===== src/design/lpfs_pkg.sv =====
// ----------------------------------------------------------------------------
// lpfs_pkg
// Shared constants, codes and types for the LED panel frame store scanner.
// ----------------------------------------------------------------------------
package lpfs_pkg;

    // panel tiling
    localparam int PANELS_WIDE = 2;
    localparam int PANELS_HIGH = 2;
    localparam int PANEL_COLS  = 32;
    localparam int PANEL_ROWS  = 16;
    localparam int PANEL_COUNT = PANELS_WIDE * PANELS_HIGH;

    // store geometry
    localparam int ROW_BYTES   = PANEL_COUNT * 4;
    localparam int STORE_BYTES = PANEL_COUNT * 64;
    localparam int ADDR_W      = $clog2(STORE_BYTES);
    localparam int COL_W       = $clog2(ROW_BYTES);
    localparam int X_LIMIT     = PANEL_COLS * PANELS_WIDE;
    localparam int Y_LIMIT     = PANEL_ROWS * PANELS_HIGH;
    localparam int GROUPS      = 4;

    localparam logic [15:0] DUTY_RESET = 16'd20000;
    localparam logic [7:0]  FILL_OFF   = 8'hFF;
    localparam logic [7:0]  FILL_LIT   = 8'h00;

    // action codes
    localparam logic [1:0] ACT_PIXEL = 2'd0;
    localparam logic [1:0] ACT_CLEAR = 2'd1;
    localparam logic [1:0] ACT_SCAN  = 2'd2;

    // draw mode codes
    localparam logic [2:0] MODE_NORMAL  = 3'd0;
    localparam logic [2:0] MODE_INVERSE = 3'd1;
    localparam logic [2:0] MODE_TOGGLE  = 3'd2;
    localparam logic [2:0] MODE_OR_ON   = 3'd3;
    localparam logic [2:0] MODE_NOR_OFF = 3'd4;

    typedef enum logic [2:0] {
        ST_INIT,
        ST_IDLE,
        ST_CLEAR,
        ST_PIX_WR,
        ST_SCAN
    } state_t;

    typedef struct packed {
        logic              we;
        logic [ADDR_W-1:0] waddr;
        logic [7:0]        wdata;
        logic [ADDR_W-1:0] raddr;
    } ram_req_t;

    typedef struct packed {
        logic        strobe;
        logic        result_kind;
        logic [7:0]  shift_byte;
        logic [1:0]  row_select;
        logic [15:0] enable_duty;
        logic        last_of_run;
    } result_t;

endpackage


===== src/design/lpfs_store_ram.sv =====
// ----------------------------------------------------------------------------
// lpfs_store_ram
// Frame byte store: one write port, one read port, registered read data.
// ----------------------------------------------------------------------------
module lpfs_store_ram (
    input  logic               clk,
    input  lpfs_pkg::ram_req_t req,
    output logic [7:0]         rdata
);

    logic [7:0] mem [lpfs_pkg::STORE_BYTES];
    logic [7:0] rdata_reg;

    always_ff @(posedge clk)
    begin
        if (req.we)
        begin
            mem[req.waddr] <= req.wdata;
        end
        rdata_reg <= mem[req.raddr];
    end

    assign rdata = rdata_reg;

endmodule


===== config.mk =====
export PLATFORM = sky130hd
export DESIGN_NAME = lpfs_store_ram
export DESIGN_NICKNAME = d
export VERILOG_FILES = /design/src/design/lpfs_pkg.sv /design/src/design/lpfs_store_ram.sv
export SDC_FILE = /design/constraint.sdc
export NUM_CORES = 2
export LEC_CHECK = 0
export ABC_AREA = 0
export BUFFER_PORTS_ARGS = -buffer_cell sky130_fd_sc_hd__buf_2
export CAP_MARGIN = 40
export CORE_ASPECT_RATIO = 1.1
export CORE_MARGIN = 2
export CORE_UTILIZATION = 60
export DETAILED_ROUTE_END_ITERATION = 8
export PLACE_DENSITY = 0.85
export SYNTH_ARGS = -nofsm -noshare
export SYNTH_HDL_FRONTEND = slang
export SYNTH_SLANG_ARGS = --single-unit

===== constraint.sdc =====
create_clock -name clk -period 2.9 [get_ports clk]
set_clock_uncertainty 0.1 [all_clocks]
set_input_delay 0.58 -clock clk [delete_from_list [all_inputs] [get_ports clk]]
set_output_delay 0.58 -clock clk [all_outputs]
set_load 0.03 [all_outputs]

# After elaboration in Yosys (flattened, before gate mapping)
# Memories as Yosys holds them, arrays and structs flattened. A register that Yosys moved wholly into a read port is not among the register bits.
# Index checks and enable logic that the tools add are counted.
# word_totals
ff_bits,0
ramBits,2048
input_bits,26
output_inout_bits,8
wordCells,3
mem_count,1
# memory_table
memory,words,word_bits,read_ports,rd_clocked_by_memory_dff,wr,line,rtl
mem,256,8,1,1,1,lpfs_store_ram.sv:11,logic [7:0] mem [lpfs_pkg::STORE_BYTES];
# classes
mux,2
# op_table
operator,n
$mux 1,2

# Longest topological paths before layout
# logic_depth
ltp_word,2
depth_mapped,11
depth_no_buf,6

# Worst setup path after synthesis
# OpenSTA, ideal clock, no wires.
# synth_timing
kind,input to register
start,input port req[0] (netlist name)
end,register rdata_reg[2] (netlist: rdata[2]) (read register of mem)
setup_ps,131
arrival_time_ps,2387
t_required_ps,2669
path_slack_ps,282
stages,9
n_path_buf,4
cell_sequence,buf_6 -> buf_12 -> buf_8 -> buf_2 -> mux4_2 -> a22oi_1 -> a21oi_1 -> nor4_1 -> nor4_2
# synth_rtl
element,line,rtl
from (decl),lpfs_store_ram.sv:7,"input lpfs_pkg::ram_req_t req,"
to (decl),lpfs_store_ram.sv:12,logic [7:0] rdata_reg;

==> metrics <==
status=finished, violations left; violated checks=negative setup slack; multi-input logic area=0.0165 mm^2; Power Total=61.2 mW; Leakage Power=30.0 nW; period utilisation layout=100%; placer congestion estimate=0.902; power per cell area=662 mW/mm^2; # H-tree levels=4; register area=0.0617 mm^2; Int Power=47.9 mW; RSZ-0062 raised after global routing=false; met3 Usage GRT=9.51%; worst hold path class=input port to flip-flop; share of cells above drive strength 1=32.0%; row count=140; final setup vio count=1; vias in the first global route=46000; WP data arrival=3.51 ns; Top FF cell, synth=edfxtp_1; crit path time final=2.90 ns; Initial Util=60.2%; Die H=386 um; WHS Endpoint=mem[36][5]; register area share after synthesis=77.5%; commonest non-fill, non-tap cell in the layout=edfxtp_1; final std cells w/o fill=6321; worst endpoint required time=3.51 ns; max FFs per register=2048; largest net degree at the start of global routing=101; grt met1 use=41.5%; final WL=228 mm; Yosys top cell by area=edfxtp_1; Async SR Flop Fraction=0%; Sw Pwr=13.3 mW; Flop pwr share=53.6%; kind of critical path=input port to flip-flop; flop2flop setup slack=0.24 ns; reg2reg end=rdata[3]; initial antenna violation count=16; initial drt markers=8417; combinational share of power=5.8%; Fillers=7010; worst vdd ir=0.536 mV; worst-path maximum fanout=12; R2R Path Start=mem[81][3]; Detail Route Antenna Nets=0; first-pass GRT wire length=327 mm; #FFs+latches synth=2056; switching share of power=21.8%; IO Port Bufs=33; Syn Inst Count=3733; syn avg cell area=21.3 um^2; number of synthesized flops with an enable pin=2048; placed cell count=5973; Final Worst Setup Slack=-0.00283 ns; slowest CP cell=buf_2; final hold slack=0.129 ns; CTS tree=yes; clock power share=40.5%; GRT Total Usage=34.1%; Post-Syn Area=0.0796 mm^2; max-slew violations=0; Hold Path Origin=req[13]; Root Driver=clkbuf_16; Least-Margin Pin Slew=0.823 ns; top cells by area, synth=edfxtp_1 (77%), mux4_2 (13%), mux2i_1 (1.7%), nor2_1 (1.3%), a22oi_1 (1.3%); Post-Syn Nets=3759; worst skew pair latency=0.84 ns; Die W=351 um; die area=0.136 mm^2; drt first pass iters=6; Via Count=45300; met2 Resource Use GR=54.9%; YS warnings=0; post-layout util=70.0%; gr busiest metal=met2; TritonCTS Sinks=2056; Layout area overhead=16.2%; most frequent cells in the layout=edfxtp_1 (2048), buf_4 (602), mux4_2 (454); Worst Hold Depth=1; # IOs=34; CTS Buf Count=186; Fin. Hold Viols=0; Buf/Inv on CP=5; post-synth top area share=77.3%; Clk pin slew, worst setup/hold paths=0.07 ns; Residual DRC=0; Slew HR=45.2%; vias per inst=7.16; largest stage delay on the critical path=0.52 ns; global route overflow=0; most used cell, CP=buf_4; max_cap viols=0; Crit. End Element=flip-flop; cell family with most CP delay=buffers and inverters; critical-path cell list=buf_2 > buf_4 > and2_1 > nor2b_1 > buf_4 > a21oi_1 > nor3_2 > buf_2 > buf_4 > nor4_1; count of different cell masters after synthesis=55; Worst Setup Start Kind=input port; placed wire-length estimate=129 mm; Fmax achieved=344 MHz; worst reg2reg path depth=9; final net count=4414; wire per inst=36.1 um; deepest clock path buffer count=3; Critical path origin=req[4]; Core Box Area=0.132 mm^2
area by class of cell:
| cell class | count | share of cell area [%] |
|---|---|---|
| flip-flops and latches | 2056 | 66.7 |
| multi-input cells | 1442 | 17.9 |
| clock buffers | 226 | 5.29 |
| well taps | 1775 | 2.40 |
| clock inverters | 107 | 1.20 |
| repair buffers | 700 | 6.46 |
| diodes | 13 | 0.0352 |
| inverters | 2 | 0.00812 |
kinds of logic (layout without fill, tap and decap cells):
kind of cell | count (synthesis) | in the layout | share of synthesized area [%]
DFF | 2056 | 2056 | 77.5
muxes | 591 | 591 | 14.6
and+or+nand+nor | 466 | 466 | 2.63
buffers and inverters | 235 | 1035 | 1.83
other | 0 | 13 | 0
AOI/OAI and AO/OA | 385 | 385 | 3.42
cells in the mapped netlist, types with 10 or more instances:
cell         n
nor4_1      24
o221ai_1    46
a221oi_1    13
nor3_1      22
a22oi_1    133
buf_1       22
nor2b_1     31
nand4_1     10
buf_8       13
clkbuf_1   111
buf_6       21
nor2_1     282
a211oi_1    16
a21oi_1     96
nand2_1     33
buf_4       27
o211ai_1    10
nand3_1     34
mux2i_1    134
edfxtp_1  2048
mux4_2     454
o21ai_0     10
buf_2       31
o22ai_1     28
worst max path at each step:
| stage | end | depth (start not counted) |
|---|---|---|
| CTS | rdata[3] | 9 |
| finish | rdata[1] | 10 |
| detailed placement | rdata[3] | 9 |
| global route | rdata[1] | 13 |
| floorplan | rdata[2] | 9 |
| global placement | rdata[4] | 8 |
routing by layer:
metal	wire, um	vias to the layer above	part of all wire, %
met4	16700	12	7.3
met2	110000	4758	48
li1	-	17000	-
met5	71	-	0.031
met1	69000	22500	30
met3	32000	1074	14
timing repair:
action,in CTS,in global routing
pin swaps,0,2
endpoints found under the setup margin,3,7
buffers inserted,0,0
hold buffers,0,0
resized for setup,4,12
power groups by stage:
stage                     clock (mW)  combinational [mW]  sequential, mW
after detailed placement           0                3.30            33.5
after global placement             0                3.18            33.4
after global routing            25.7                3.61            32.8
after floorplan                    0                1.59            33.5
final                           24.8                3.56            32.8
after CTS                       24.8                3.43            32.8
through the flow:
stage / TNS, ns / setup slack, ns / cell area [um^2]
floorplan: 0 / 0.282 / 79600
global placement: -6.69 / -1.06 / 86300
detailed placement: -5.92 / -0.965 / 86300
CTS: -0.146 / -0.146 / 92300
global route: 0 / 0.0203 / 92400
finish: -0.00283 / -0.00283 / 92400
(Power assumes the default switching activity.)
